<file path="src/hw/rtl/joystick_servo_jog_controller_core_macros.svh">
// Assertion macros shared by the jog controller RTL.
// Included by the top level; depends on nothing else.
`ifndef JOYSTICK_SERVO_JOG_CONTROLLER_CORE_MACROS_SVH
`define JOYSTICK_SERVO_JOG_CONTROLLER_CORE_MACROS_SVH

// Same-cycle implication, checked outside reset.
`define JSJC_ASSERT_NOW(label, clk, rst_n, ante, cons, msg) \
	label: assert property (@(posedge clk) disable iff (!rst_n) (ante) |-> (cons)) \
		else $error(msg);

// Next-cycle implication, checked outside reset.
`define JSJC_ASSERT_NEXT(label, clk, rst_n, ante, cons, msg) \
	label: assert property (@(posedge clk) disable iff (!rst_n) (ante) |=> (cons)) \
		else $error(msg);

`endif

</file>
<file path="src/hw/rtl/jsjc_pkg.sv">
// Shared types and constants for the joystick servo jog controller.
// Used by jsjc_jog, jsjc_scale and the top level; no dependencies.
package jsjc_pkg;

	localparam int ADC_W    = 12;
	localparam int ADC_BITS = 12;
	localparam logic [ADC_W-1:0] ADC_MASK = ADC_W'((1 << ADC_BITS) - 1);

	localparam int DUTY_W   = 10;
	localparam int PERIOD_W = 16;
	localparam int PROD_W   = PERIOD_W + DUTY_W;
	localparam int CMP_W    = 16;
	localparam int JOINTS   = 6;

	localparam logic [ADC_W-1:0] HIGH_A = ADC_W'(3000);
	localparam logic [ADC_W-1:0] HIGH_B = ADC_W'(3500);
	localparam logic [ADC_W-1:0] LOW_TH = ADC_W'(1500);

	localparam logic [DUTY_W-1:0] DUTY_RESET = DUTY_W'(75);

	// floor(p / 1000) = (p * ceil(2^36 / 1000)) >> 36, exact for p below 2^26.
	localparam int RECIP_W   = 27;
	localparam int DIV_SHIFT = 36;
	localparam logic [RECIP_W-1:0] RECIP = RECIP_W'(68719477);
	localparam int QUOT_W    = PROD_W + RECIP_W - DIV_SHIFT;

	localparam int J_BASE     = 0;
	localparam int J_SHOULDER = 1;
	localparam int J_ELBOW    = 2;
	localparam int J_WRIST    = 3;
	localparam int J_HAND     = 4;
	localparam int J_GRIPPER  = 5;

	typedef enum logic [2:0] {
		REG_MAX_BASE     = 3'd0,
		REG_MAX_SHOULDER = 3'd1,
		REG_MAX_ELBOW    = 3'd2,
		REG_MAX_WRIST    = 3'd3,
		REG_MAX_HAND     = 3'd4,
		REG_MAX_GRIPPER  = 3'd5,
		REG_MIN_DUTY     = 3'd6,
		REG_SERVO_PERIOD = 3'd7
	} reg_index_t;

	typedef logic [JOINTS-1:0][DUTY_W-1:0] duty_vec_t;

	typedef struct packed {
		logic [ADC_W-1:0] stick1_x;
		logic [ADC_W-1:0] stick1_y;
		logic [ADC_W-1:0] stick2_x;
		logic [ADC_W-1:0] stick2_y;
		logic             button_level;
	} jsjc_in_t;

	typedef struct packed {
		logic [CMP_W-1:0] base_compare;
		logic [CMP_W-1:0] elbow_compare;
		logic [CMP_W-1:0] shoulder_compare;
		logic [CMP_W-1:0] hand_compare;
		logic [CMP_W-1:0] wrist_compare;
		logic [CMP_W-1:0] gripper_compare;
		logic             arm_mode;
	} jsjc_out_t;

	typedef struct packed {
		duty_vec_t         max_duty;
		logic [DUTY_W-1:0] min_duty;
	} jsjc_limits_t;

	typedef struct packed {
		logic      mode;
		logic      button_prev;
		duty_vec_t duty;
	} jsjc_state_t;

endpackage

</file>
<file path="src/hw/rtl/jsjc_jog.sv">
// Next-state logic for one control tick: mode toggle and joint jogging.
// Depends on jsjc_pkg.
module jsjc_jog import jsjc_pkg::*; (
	input  jsjc_in_t     item,
	input  jsjc_state_t  cur,
	input  jsjc_limits_t limits,
	output jsjc_state_t  nxt
);

	logic [ADC_W-1:0]  x1, y1, x2, y2;
	logic              arm;
	logic [JOINTS-1:0] up, dn;

	always_comb begin
		x1 = item.stick1_x & ADC_MASK;
		y1 = item.stick1_y & ADC_MASK;
		x2 = item.stick2_x & ADC_MASK;
		y2 = item.stick2_y & ADC_MASK;

		// Only a press after a released level flips the mode.
		arm = cur.mode ^ (cur.button_prev & ~item.button_level);

		up = '0;
		dn = '0;
		up[J_BASE]     = arm && (x1 > HIGH_A);
		dn[J_BASE]     = arm && (x1 < LOW_TH);
		up[J_SHOULDER] = arm && (y1 < LOW_TH);
		dn[J_SHOULDER] = arm && (y1 > HIGH_A);
		up[J_ELBOW]    = arm && (x2 > HIGH_B);
		dn[J_ELBOW]    = arm && (x2 < LOW_TH);
		up[J_HAND]     = arm && (y2 < LOW_TH);
		dn[J_HAND]     = arm && (y2 > HIGH_B);
		up[J_GRIPPER]  = !arm && (x2 > HIGH_B);
		dn[J_GRIPPER]  = !arm && (x2 < LOW_TH);
		up[J_WRIST]    = !arm && (y2 < LOW_TH);
		dn[J_WRIST]    = !arm && (y2 > HIGH_B);

		nxt.mode        = arm;
		nxt.button_prev = item.button_level;
		for (int j = 0; j < JOINTS; j++) begin
			if (up[j] && (cur.duty[j] < limits.max_duty[j])) begin
				nxt.duty[j] = cur.duty[j] + DUTY_W'(1);
			end else if (dn[j] && (cur.duty[j] > limits.min_duty)) begin
				nxt.duty[j] = cur.duty[j] - DUTY_W'(1);
			end else begin
				nxt.duty[j] = cur.duty[j];
			end
		end
	end

endmodule

</file>
<file path="config.mk">
export PLATFORM = sky130hd
export DESIGN_NAME = jsjc_jog
export DESIGN_NICKNAME = d
export VERILOG_FILES = /design/src/hw/rtl/joystick_servo_jog_controller_core_macros.svh /design/src/hw/rtl/jsjc_pkg.sv /design/src/hw/rtl/jsjc_jog.sv
export SDC_FILE = /design/constraint.sdc
export NUM_CORES = 1
export LEC_CHECK = 0
export BUFFER_PORTS_ARGS = -buffer_cell sky130_fd_sc_hd__buf_4
export CAP_MARGIN = 15
export CORE_UTILIZATION = 29
export DETAILED_ROUTE_END_ITERATION = 8
export PLACE_DENSITY = 0.61
export SLEW_MARGIN = 20
export SYNTH_ARGS = -nofsm -noshare
export SYNTH_HDL_FRONTEND = slang
export SYNTH_SLANG_ARGS = --single-unit
</file>
<file path="constraint.sdc">
create_clock -name vclk -period 2.1
set_input_delay 0 -clock vclk [all_inputs]
set_output_delay 0 -clock vclk [all_outputs]
set_load 0.01 [all_outputs]
</file>
==> reports/metrics.sh <==
DIE_HEIGHT_UM=134
DRT.ANTENNA.VIOLATING_NETS=0
DRT_FIRST_ITER_VIOLATIONS=229
FMAX_GHz=0.461
CELLLEAKAGEPOWER_nW=3.83
COMBINATIONAL_SHARE_OF_POWER_PCT=100.0
TNS_PS=-116
MIN_PERIOD_OVER_PERIOD_PCT=103
STATUS='complete, but fails checks'
CTS-HOLD-FIX-BUFFERS=0
FINALWORSTSETUPSLACK_PS=-69.6
WORSTPATHARRIVAL_PS=2170
LAYOUT.CELLS.MOST_COMMON_LIST='294 x sky130_fd_sc_hd__buf_4, 123 x sky130_fd_sc_hd__ha_1, 89 x sky130_fd_sc_hd__inv_1, 40 x sky130_fd_sc_hd__xnor2_1, 39 x sky130_fd_sc_hd__nor2_1'
SYNTH_CELL_TYPE_COUNT=63
SETUP_VIOL=4
DRT_WL_TOTAL_UM=18500
WORST-SETUP-PATH-TYPE='in -> out'
ENDPOINT_KIND='primary output'
DETAIL_ROUTE.FIRST_PASS.ITERATIONS=5
CRIT_BUF_INV=4
IO_BUFFERS=243
CRITPATHLAUNCH='limits[8]'
WORST_PATH_MOST_REPEATED_CELL='sky130_fd_sc_hd__buf_4'
ANTENNA-DIODE-COUNT=0
GLOBALROUTEOVERFLOWTOTAL=0
RSZ0062_AT_GRT='yes'
PLACEMENT_ROWS=47
CP_REQUIRED_PS=2100
GRT_ANTENNA_BEFORE_REPAIR=0
MOST_COMMON_LIBRARY_CELL_IN_THE_LAYOUT_IGNORING_FILL_AND_TAPS='sky130_fd_sc_hd__buf_4'
SHARE_CLK_OF_TOTAL_POWER_PCT=0
CRITICAL_PATH.STARTPOINT_TYPE='input pin'
FINALHOLDVIOLCOUNT=0
ROUTED_VIAS_INST=5.28
P_INT_W=0.000760
CPPEAKSTAGEDELAY_PS=510
DETAILED_PLACE.AREA_UM2=7470
LARGEST_NET_DEGREE_AT_THE_START_OF_GLOBAL_ROUTING=14
DOMINANT_DELAY_CONTRIBUTOR_BY_CELL_FAMILY_ON_THE_CRITICAL_PATH='compound AO/OA/AOI/OAI gates'
GRT_PASS1_VIAS=5944
AREA_GROWTH_SYN_TO_LAYOUT_PCT=55.7
N_FILL_CELL=1748
SEQUENTIALPOWERSHARE_PCT=0
INITIAL_UTIL_PCT=30.0
POST_SYNTH_INST_COUNT=695
FLOORPLAN_CORE_AREA_UM2=16800
POST_DETAIL_PLACE_HPWL_UM=15400
SWITCHINGPOWER_W=0.000768
HOLDPATHSTAGES=2
POWER.DENSITY_CELL_AREA_nW_PER_UM2=194
FIN_CRIT_PS=2170
SYN_AVG_CELL_AREA_UM2=7.26
SEQUENTIAL_CELL_TOTAL=0
SLEW_MARGIN_REL_PCT=59.5
REPORT.FINAL.SLEW_VIOL_COUNT=0
HOLD_START='item[0]'
WORSTPATHCELLLIST='buf_4 > clkinvlp_4 > ha_1 > a21o_1 > a21oi_1 > a2111o_1 > nor4bb_1 > buf_4 > a32oi_1 > xnor2_1 > buf_4'
YOSYSWARNINGCOUNT=0
TIGHTESTPINTRANSITION_PS=603
WORST_PATH_SLOWEST_CELL='sky130_fd_sc_hd__a2111o_1'
CAP_VIOLATIONS=0
GRT_USAGE_PCT=19.0
VIOLATIONS_IN_THE_FINAL_REPORTS='negative setup slack'
MAPPEDNETLISTAREA_UM2=5050
LAYOUT.CLOCK_BUFFERS=0
ROUTE.DETAILED.WL_PER_INST_UM=15.3
VDD_DROP_MAX_mV=0.103
HOLD_PATH_CLASS='in -> out'
LAYOUT.AREA.SEQ_UM2=0
FP.DIEW_UM=134
SYNTH.YOSYS.SEQ_AREA_SHARE_PCT=0
DRCVIOLATIONCOUNT=0
WHS_ENDPOINT='nxt[60]'
SWITCHING_SHARE_PCT=50.3
VIAS=6367
SYNTH.NET_COUNT=1002
FIN_AREA_UM2=7860
NNETSFINAL=1295
LAYOUT-DRIVE-GT1-SHARE_PCT=36.2
PLACE.GP.CONGESTION=0.852
PIN_COUNT=243
WIRE_LENGTH_OF_THE_FIRST_GLOBAL_ROUTING_PASS_UM=28600
DIEAREA_UM2=17900
CRITICAL_PATH_PEAK_FANOUT=4
==> how the worst max path moves through the flow <==
stage              end  slack, ps  depth (start not counted)
2_1_floorplan  nxt[27]        320                          8
3_3_place_gp   nxt[39]       -200                         10
3_5_place_dp   nxt[39]       -270                         10
4_1_cts        nxt[26]        -30                         11
5_1_grt        nxt[26]       -140                         11
6_report       nxt[26]        -70                         11
==> stage by stage <==
step           std cells  utilization, %  hold slack [ps]  worst slack, ps  total power [W]
2_1_floorplan        695               -             80.1              317         0.000686
3_3_place_gp        1192            44.4              212             -201          0.00144
3_5_place_dp        1192            44.4              215             -267          0.00145
4_1_cts             1198            45.1              214            -25.1          0.00148
5_1_grt             1206            46.7              220             -136          0.00169
6_report            1206            46.7              211            -69.6          0.00153
==> layout make-up <==
| type | instances | area [µm²] | area share, % |
|---|---|---|---|
| multi-input cells | 590 | 4900 | 62.4 |
| repair buffers | 299 | 2290 | 29.1 |
| inverters | 97 | 393 | 5.00 |
| well taps | 220 | 275 | 3.50 |
==> kinds of logic after synthesis <==
group           Yosys count  synth area share [%]
xor+xnor                 55                  9.91
fa+ha+maj               126                  31.2
mux                       2                 0.397
simple gates            223                  24.4
compound gates          183                  25.9
buf+inv                 106                  8.10
==> power by group through the flow <==
| stage | Clock [W] | Sequential [W] | Combinational [W] |
|---|---|---|---|
| after floorplan | 0 | 0 | 0.000686 |
| after global placement | 0 | 0 | 0.00144 |
| after detailed placement | 0 | 0 | 0.00145 |
| after CTS | 0 | 0 | 0.00148 |
| after global routing | 0 | 0 | 0.00169 |
| final | 0 | 0 | 0.00153 |
==> routing by layer <==
metal / up-vias / GRT usage, % / part of all wire, %
li1: 3234 / - / -
met1: 2883 / 25.0 / 45
met2: 232 / 34.1 / 48
met3: 18 / 1.81 / 6.1
met4: 0 / 2.27 / 1.1
met5: - / 0 / 0
==> timing repair <==
| action | CTS | global route |
|---|---|---|
| endpoints found under the setup margin | 26 | 47 |
| pin swaps | 8 | 32 |
| setup buffers | 6 | 7 |
| cloned | 0 | 1 |
| resized for setup | 15 | 37 |
==> Yosys cell counts (all sizes together) (2+ instances only) <==
cell type,count,share of area [%]
ha,126,31
a31oi,12,1.5
nand3,20,2.0
and2,3,0.37
o22ai,7,0.87
a21boi,3,0.45
nor4,11,1.5
nand4b,3,0.52
nor4b,3,0.52
nand2,29,2.2
mux2i,2,0.40
nor3,23,2.3
o2111ai,2,0.35
xnor2,41,7.5
o211ai,5,0.74
a32oi,19,3.3
a211oi,23,3.4
o41ai,3,0.67
nand2b,11,1.4
nor2b,9,1.3
clkbuf,6,0.45
xor2,14,2.4
a2111o,2,0.45
o32ai,5,0.87
and4,3,0.52
or4,5,0.74
a41oi,2,0.35
buf,3,0.40
nand4,27,3.3
inv,97,7.3
and3,16,2.0
o21ai,36,3.6
a21oi,28,2.9
nor2,41,3.0
nor4bb,3,0.59
a211o,4,0.69
or3,9,1.2
a2111oi,8,2.1
or2,4,0.50
a22oi,8,1.2
a21o,8,1.2
Note: power is estimated with default switching activity, not from simulation.
