===== src/hw/rtl/joystick_servo_jog_controller_core_macros.svh =====
// Assertion macros shared by the jog controller RTL.
// Included by the top level; depends on nothing else.
`ifndef JOYSTICK_SERVO_JOG_CONTROLLER_CORE_MACROS_SVH
`define JOYSTICK_SERVO_JOG_CONTROLLER_CORE_MACROS_SVH

// Same-cycle implication, checked outside reset.
`define JSJC_ASSERT_NOW(label, clk, rst_n, ante, cons, msg) \
	label: assert property (@(posedge clk) disable iff (!rst_n) (ante) |-> (cons)) \
		else $error(msg);

// Next-cycle implication, checked outside reset.
`define JSJC_ASSERT_NEXT(label, clk, rst_n, ante, cons, msg) \
	label: assert property (@(posedge clk) disable iff (!rst_n) (ante) |=> (cons)) \
		else $error(msg);

`endif


===== src/hw/rtl/jsjc_pkg.sv =====
// Shared types and constants for the joystick servo jog controller.
// Used by jsjc_jog, jsjc_scale and the top level; no dependencies.
package jsjc_pkg;

	localparam int ADC_W    = 12;
	localparam int ADC_BITS = 12;
	localparam logic [ADC_W-1:0] ADC_MASK = ADC_W'((1 << ADC_BITS) - 1);

	localparam int DUTY_W   = 10;
	localparam int PERIOD_W = 16;
	localparam int PROD_W   = PERIOD_W + DUTY_W;
	localparam int CMP_W    = 16;
	localparam int JOINTS   = 6;

	localparam logic [ADC_W-1:0] HIGH_A = ADC_W'(3000);
	localparam logic [ADC_W-1:0] HIGH_B = ADC_W'(3500);
	localparam logic [ADC_W-1:0] LOW_TH = ADC_W'(1500);

	localparam logic [DUTY_W-1:0] DUTY_RESET = DUTY_W'(75);

	// floor(p / 1000) = (p * ceil(2^36 / 1000)) >> 36, exact for p below 2^26.
	localparam int RECIP_W   = 27;
	localparam int DIV_SHIFT = 36;
	localparam logic [RECIP_W-1:0] RECIP = RECIP_W'(68719477);
	localparam int QUOT_W    = PROD_W + RECIP_W - DIV_SHIFT;

	localparam int J_BASE     = 0;
	localparam int J_SHOULDER = 1;
	localparam int J_ELBOW    = 2;
	localparam int J_WRIST    = 3;
	localparam int J_HAND     = 4;
	localparam int J_GRIPPER  = 5;

	typedef enum logic [2:0] {
		REG_MAX_BASE     = 3'd0,
		REG_MAX_SHOULDER = 3'd1,
		REG_MAX_ELBOW    = 3'd2,
		REG_MAX_WRIST    = 3'd3,
		REG_MAX_HAND     = 3'd4,
		REG_MAX_GRIPPER  = 3'd5,
		REG_MIN_DUTY     = 3'd6,
		REG_SERVO_PERIOD = 3'd7
	} reg_index_t;

	typedef logic [JOINTS-1:0][DUTY_W-1:0] duty_vec_t;

	typedef struct packed {
		logic [ADC_W-1:0] stick1_x;
		logic [ADC_W-1:0] stick1_y;
		logic [ADC_W-1:0] stick2_x;
		logic [ADC_W-1:0] stick2_y;
		logic             button_level;
	} jsjc_in_t;

	typedef struct packed {
		logic [CMP_W-1:0] base_compare;
		logic [CMP_W-1:0] elbow_compare;
		logic [CMP_W-1:0] shoulder_compare;
		logic [CMP_W-1:0] hand_compare;
		logic [CMP_W-1:0] wrist_compare;
		logic [CMP_W-1:0] gripper_compare;
		logic             arm_mode;
	} jsjc_out_t;

	typedef struct packed {
		duty_vec_t         max_duty;
		logic [DUTY_W-1:0] min_duty;
	} jsjc_limits_t;

	typedef struct packed {
		logic      mode;
		logic      button_prev;
		duty_vec_t duty;
	} jsjc_state_t;

endpackage


===== src/hw/rtl/jsjc_scale.sv =====
// Duty to PWM compare conversion: period times duty, divided by 1000, saturated.
// Two pipeline stages; depends on jsjc_pkg.
module jsjc_scale import jsjc_pkg::*; (
	input  logic                clk,
	input  logic                load_s3,
	input  logic                load_s4,
	input  logic [PERIOD_W-1:0] period,
	input  logic [DUTY_W-1:0]   duty,
	output logic [CMP_W-1:0]    compare
);

	logic [PROD_W-1:0]                prod_s3;
	logic [PROD_W+RECIP_W-1:0]        scaled;
	logic [QUOT_W-1:0]                quot;
	logic [CMP_W-1:0]                 compare_s4;

	assign scaled  = PROD_W'(prod_s3) * RECIP;
	assign quot    = scaled[PROD_W+RECIP_W-1:DIV_SHIFT];
	assign compare = compare_s4;

	always_ff @(posedge clk) begin
		if (load_s3) begin
			prod_s3 <= PROD_W'(period) * PROD_W'(duty);
		end
		if (load_s4) begin
			compare_s4 <= (quot > QUOT_W'({CMP_W{1'b1}})) ? {CMP_W{1'b1}} : quot[CMP_W-1:0];
		end
	end

endmodule


===== config.mk =====
export PLATFORM = sky130hd
export DESIGN_NAME = jsjc_scale
export DESIGN_NICKNAME = d
export VERILOG_FILES = /design/src/hw/rtl/joystick_servo_jog_controller_core_macros.svh /design/src/hw/rtl/jsjc_pkg.sv /design/src/hw/rtl/jsjc_scale.sv
export SDC_FILE = /design/constraint.sdc
export NUM_CORES = 1
export LEC_CHECK = 0
export BUFFER_PORTS_ARGS = -buffer_cell sky130_fd_sc_hd__clkbuf_2
export CAP_MARGIN = 30
export CORE_MARGIN = 2
export CORE_UTILIZATION = 52
export CTS_CLUSTER_SIZE = 14
export DETAILED_ROUTE_END_ITERATION = 10
export MAX_ROUTING_LAYER = met4
export PLACE_DENSITY_LB_ADDON = 0.05
export SKIP_CTS_REPAIR_TIMING = 1
export SLEW_MARGIN = 25
export SYNTH_ARGS = -nofsm -noshare
export SYNTH_HDL_FRONTEND = slang
export SYNTH_SLANG_ARGS = --single-unit

===== constraint.sdc =====
create_clock -name clk -period 13.1 [get_ports clk]
set_clock_uncertainty 0.2 [all_clocks]
set_input_delay 0.655 -clock clk [delete_from_list [all_inputs] [get_ports clk]]
set_output_delay 0.655 -clock clk [all_outputs]
set_load 0.005 [all_outputs]

==> results.toml, run 1 <==
[run_status]
outcome = "finished, final reports clean"

[timing]
slew_headroom = 0.436
worst_slew_pin_slew_ns = 0.841
max_freq_mhz = 135
min_period_ns = 7.39
rsz0062_at_grt = "no"
setup_viol_count_final = 0
final_hold_viol_count = 0
drv_slew = 0
tns_ns = 0
period_share = 0.564

[logic_synthesis]
synthArstFlopShare = 0
synth-seq-cells = 42
synth-edff-count = 42
syn_nets = 2362
netlist_instances = 1682
synth.yosys.warnings = 0
syn-mean-instance-area_um2 = 9.88
yosysSeqAreaShare = 0.0759
netlist_area_mm2 = 0.0166
synth_ff_type = "edfxtp_1"
ys_types = 57

[global_route]
grt_start_max_net_pins = 27
grt_pass1_vias = 11957
grt_pass1_wl_um = 62500
antenna_found_initial = 0
grt_usage = 0.250
grt_overflow = 0

[cts]
cts_root_buf = "clkbuf_16"
clk_pin_slew_ns = 0.08
htreeDepth = 2
clock_latency_ns = 0.32
cts-buffers-inserted = 5
cts.sinks = 42
tritoncts = "yes"
cts_buffer_depth = 2

[final_layout]
drive_above_1_share = 0.0457
final_util = 0.553
area_growth_pct = 4.68
n_antenna_cell = 0
nets = 2384
fin_area_mm2 = 0.0174
nFillCells = 2865

[setup_path]
path_cells = "inv_1 > ha_1 > fa_1 > inv_1 > fa_1 > inv_1 > fa_1 > inv_1 > fa_1 > fa_1 > inv_1 > fa_1 > inv_1 > ha_1 > a21oi_1 > o21bai_1 > a311oi_1 > o211ai_1 > o211ai_4 > o211ai_4 > a31oi_4 > a31o_4 > a21bo_1"
cp_max_fo = 15
critPathRequiredTime_ns = 12.97
rrSetupSlack_ns = 5.71
start_kind = "register"
endpoint_kind = "register"
cp_data_arrival_time_ns = 7.26
critPathKind = "reg2reg"
critPathMaxStageDelay_ns = 0.63
cpMaxStageDelayCell = "edfxtp_1"

[drt]
remaining_drc_errors = 0
wl_per_cell_um = 17.8
route.vias.total = 10925
firstDrtPassIters = 6
vias_per_cell = 5.19
wl_um = 37600
drtIter0Drc = 542
ant_nets = 0

[floorplanning]
die_area_mm2 = 0.0334
dieWidth_um = 183
dieHeight_um = 183
core_area_mm2 = 0.0315
ios = 45
row_count = 65
start_util = 0.528

[placement]
port_buffers = 44
dpl.hpwl_um = 33300
placed_area_mm2 = 0.0172
gp_congestion = 0.943

[job]
maxCapViolCount = 0

[hold_path]
min_path_type = "in2reg"
-- through the flow --
stage	setup slack, ns	cells	hold WS (ns)
floorplan	6.60	1682	0.567
global placement	5.82	2099	0.813
detailed placement	5.68	2099	0.805
CTS	5.66	2107	0.650
global route	5.24	2107	0.669
finish	5.71	2107	0.649
-- final timing paths --
| check | startpoint | cells after the start | endpoint |
|---|---|---|---|
| worst max register to register | prod_s3[15] | 23 | compare[14] |
| worst max-delay path | prod_s3[15] | 23 | compare[14] |
| worst min-delay path | load_s4 | 1 | compare[15] |
| worst min register to register | prod_s3[25] | 3 | compare[15] |
-- Yosys cell counts, types with 4 or more instances --
library cell  number  area, um^2
a211oi_1           8        60.1
a21o_1            34         255
a21oi_1           38         190
a31oi_1            4        25.0
and2_1            75         469
and3_1             9        56.3
clkbuf_1          28         105
edfxtp_1          42        1260
fa_1             322        6450
ha_1             329        4120
inv_1            476        1790
nand2_1          115         432
nand2_2            7        43.8
nand3_1           15        75.1
nand4_1            8        50.1
nor2_1            29         109
nor3_1            14        70.1
o21a_1            11        82.6
o21ai_0           21         105
o21bai_1           6        45.0
or2_2              6        37.5
xnor2_1           17         149
xor2_1            12         105
-- cells by family (layout without fill, tap and decap cells) --
| group | Yosys count | count (layout) | share of synthesized area |
|---|---|---|---|
| adder cells (fa/ha/maj) | 651 | 651 | 0.636 |
| buffers and inverters | 505 | 528 | 0.115 |
| AND/OR/NAND/NOR | 298 | 298 | 0.0907 |
| AO/OA/AOI/OAI | 155 | 155 | 0.0666 |
| flip-flops | 42 | 42 | 0.0759 |
| XOR/XNOR | 29 | 29 | 0.0153 |
| multiplexers | 2 | 2 | 0.00120 |
-- layer usage --
layer  GRT usage  part of all wire
met3      0.0244             0.031
met5           -                 0
met4      0.0558             0.021
met2       0.414              0.47
met1       0.338              0.47
-- registers in the layout, summed over array words and instances (netlist names) --
name / cells
compare: 16
prod_s3: 26
-- cells in the final DEF, fill, tap and decap left out, types with 8 or more instances in the layout --
| master | count |
|---|---|
| xnor2_1 | 17 |
| o21ai_0 | 21 |
| nor3_1 | 14 |
| xor2_1 | 12 |
| a21oi_1 | 38 |
| nand4_1 | 8 |
| a21o_1 | 34 |
| edfxtp_1 | 42 |
| fa_1 | 322 |
| inv_1 | 476 |
| o21a_1 | 11 |
| nor2_1 | 29 |
| a211oi_1 | 8 |
| and2_1 | 75 |
| nand3_1 | 15 |
| clkbuf_2 | 44 |
| ha_1 | 329 |
| nand2_1 | 115 |
| and3_1 | 9 |
-- worst max-delay path: cells and delay by family (launching register included) --
kind | cells | cell delay (ns)
buf+inv | 6 | 0.42
flops | 1 | 0.63
compound gates | 9 | 2.22
fa+ha+maj | 8 | 3.68
-- final cells by class --
class / instances / area [um^2] / share of cell area
inverter: 476 / 1790 / 0.103
multi-input combinational: 1135 / 13400 / 0.773
tap: 402 / 503 / 0.0289
clock buffer: 5 / 125 / 0.00719
sequential: 42 / 1260 / 0.0725
timing repair buffer: 44 / 220 / 0.0127
clock inverter: 3 / 48.8 / 0.00281
Power of run 1 is not shown: default switching activity piles up to over one toggle a cycle in this logic, so the estimate is an artifact.
==> run 2, diff against run 1 <==
==> constraint.sdc (replaced) <==
create_clock -name clk -period 6.2 [get_ports clk]
set_clock_uncertainty 0.2 [all_clocks]
set_input_delay 0.31 -clock clk [delete_from_list [all_inputs] [get_ports clk]]
set_output_delay 0.31 -clock clk [all_outputs]
set_load 0.005 [all_outputs]
==> run 2 against run 1 <==
Against the previous run: the flow now finishes with violations (setup timing); routed wire length increased by 1.7%; count of clock-buffer cells in the layout unchanged; largest cell class unchanged; critical path type unchanged; cell area increased by 9.3%.
==> results.toml, run 2 (same netlist as run 1, synthesis figures left out) <==
[cts]
tritoncts = "yes"
cts.sinks = 42
cts_buffer_depth = 2
clock_latency_ns = 0.32
htreeDepth = 2
clk_pin_slew_ns = 0.07
cts-buffers-inserted = 5
cts_root_buf = "clkbuf_16"

[global_route]
grt_pass1_vias = 12731
grt_overflow = 0
grt_start_max_net_pins = 27
antenna_found_initial = 0
grt_usage = 0.257
grt_pass1_wl_um = 64700

[final_layout]
n_antenna_cell = 0
register_area_mm2 = 0.00126
largest_register_ffs = 26
nFillCells = 2769
area_growth_pct = 14.4
multiInputGateArea_mm2 = 0.0136
final_common_cell = "inv_1"
largest-register = "prod_s3"
final_util = 0.604
final_cell_mix = "inv_1, ha_1, fa_1"
drive_above_1_share = 0.158
nets = 2568

[timing]
drv_slew = 0
final_hold_viol_count = 0
rsz0062_at_grt = "yes"
worst_slew_pin_slew_ns = 0.672
max_freq_mhz = 148
slew_headroom = 0.552
setup_slack_ns = -0.544
min_period_ns = 6.74
setup_viol_count_final = 16
period_share = 1.09

[drt]
firstDrtPassIters = 5
remaining_drc_errors = 0
wl_um = 38200
drtIter0Drc = 480
route.vias.total = 11434
vias_per_cell = 4.99
ant_nets = 0
wl_per_cell_um = 16.7

[floorplanning]
die_area_mm2 = 0.0334
row_count = 65
ios = 45
dieHeight_um = 183
core_area_mm2 = 0.0315
start_util = 0.528
dieWidth_um = 183

[setup_path]
rrSetupSlack_ns = -0.54
cp_data_arrival_time_ns = 6.61
endpoint_kind = "register"
crit_top_cell = "fa_1"
critPathKind = "reg2reg"
critPathRequiredTime_ns = 6.07
cp_max_fo = 6
start_kind = "register"
cpMaxStageDelayCell = "fa_1"
critPathMaxStageDelay_ns = 0.56

[placement]
gp_congestion = 0.934
port_buffers = 44
dpl.hpwl_um = 34800

[run_status]
outcome = "finished, violations left"
violations = "setup timing"

[hold_path]
min_path_type = "in2reg"

[job]
maxCapViolCount = 0
[run 2: cell type report]
| type | count | area share |
|---|---|---|
| clock buffers | 5 | 0.00658 |
| clock inverters | 3 | 0.00362 |
| repair buffers | 228 | 0.0860 |
| well taps | 402 | 0.0264 |
| flip-flops and latches | 42 | 0.0663 |
| multi-input cells | 1135 | 0.717 |
| inverters | 476 | 0.0940 |
[run 2: worst max-delay path: cells and delay by family (launching register included)]
family,cells,cell delay (ns)
AOI/OAI and AO/OA,8,1.59
adders and majority gates,8,3.46
buffers and inverters,8,0.70
DFF,1,0.50
and+or+nand+nor,1,0.04
[run 2: per-layer routing]
layer | track usage | vias to the layer above | wire length [um]
met5 | - | - | 0
met3 | 0.0197 | 35 | 987
met4 | 0.0539 | 0 | 765
met1 | 0.337 | 5606 | 18000
li1 | - | 5620 | -
met2 | 0.442 | 173 | 18500
[run 2: per-stage QoR]
step | hold WS, ns | setup slack [ns] | area (um^2) | setup TNS [ns] | cells
6_report | 0.294 | -0.544 | 19000 | -8.05 | 2291
5_1_grt | 0.307 | -0.793 | 19000 | -11.95 | 2291
4_1_cts | 0.289 | -0.532 | 18800 | -7.47 | 2277
3_5_place_dp | 0.507 | -0.528 | 18600 | -7.15 | 2269
3_3_place_gp | 0.509 | -0.422 | 18600 | -5.60 | 2269
2_1_floorplan | 0.222 | -0.218 | 16700 | -2.62 | 1682
[run 2: worst paths after layout]
kind / start / endpoint / cells past startpoint
max reg2reg: prod_s3[15] / compare[9] / 25
min reg2reg: prod_s3[25] / compare[15] / 5
max: prod_s3[15] / compare[9] / 25
min: load_s4 / compare[2] / 1
Power of run 2 is left out for the same reason.
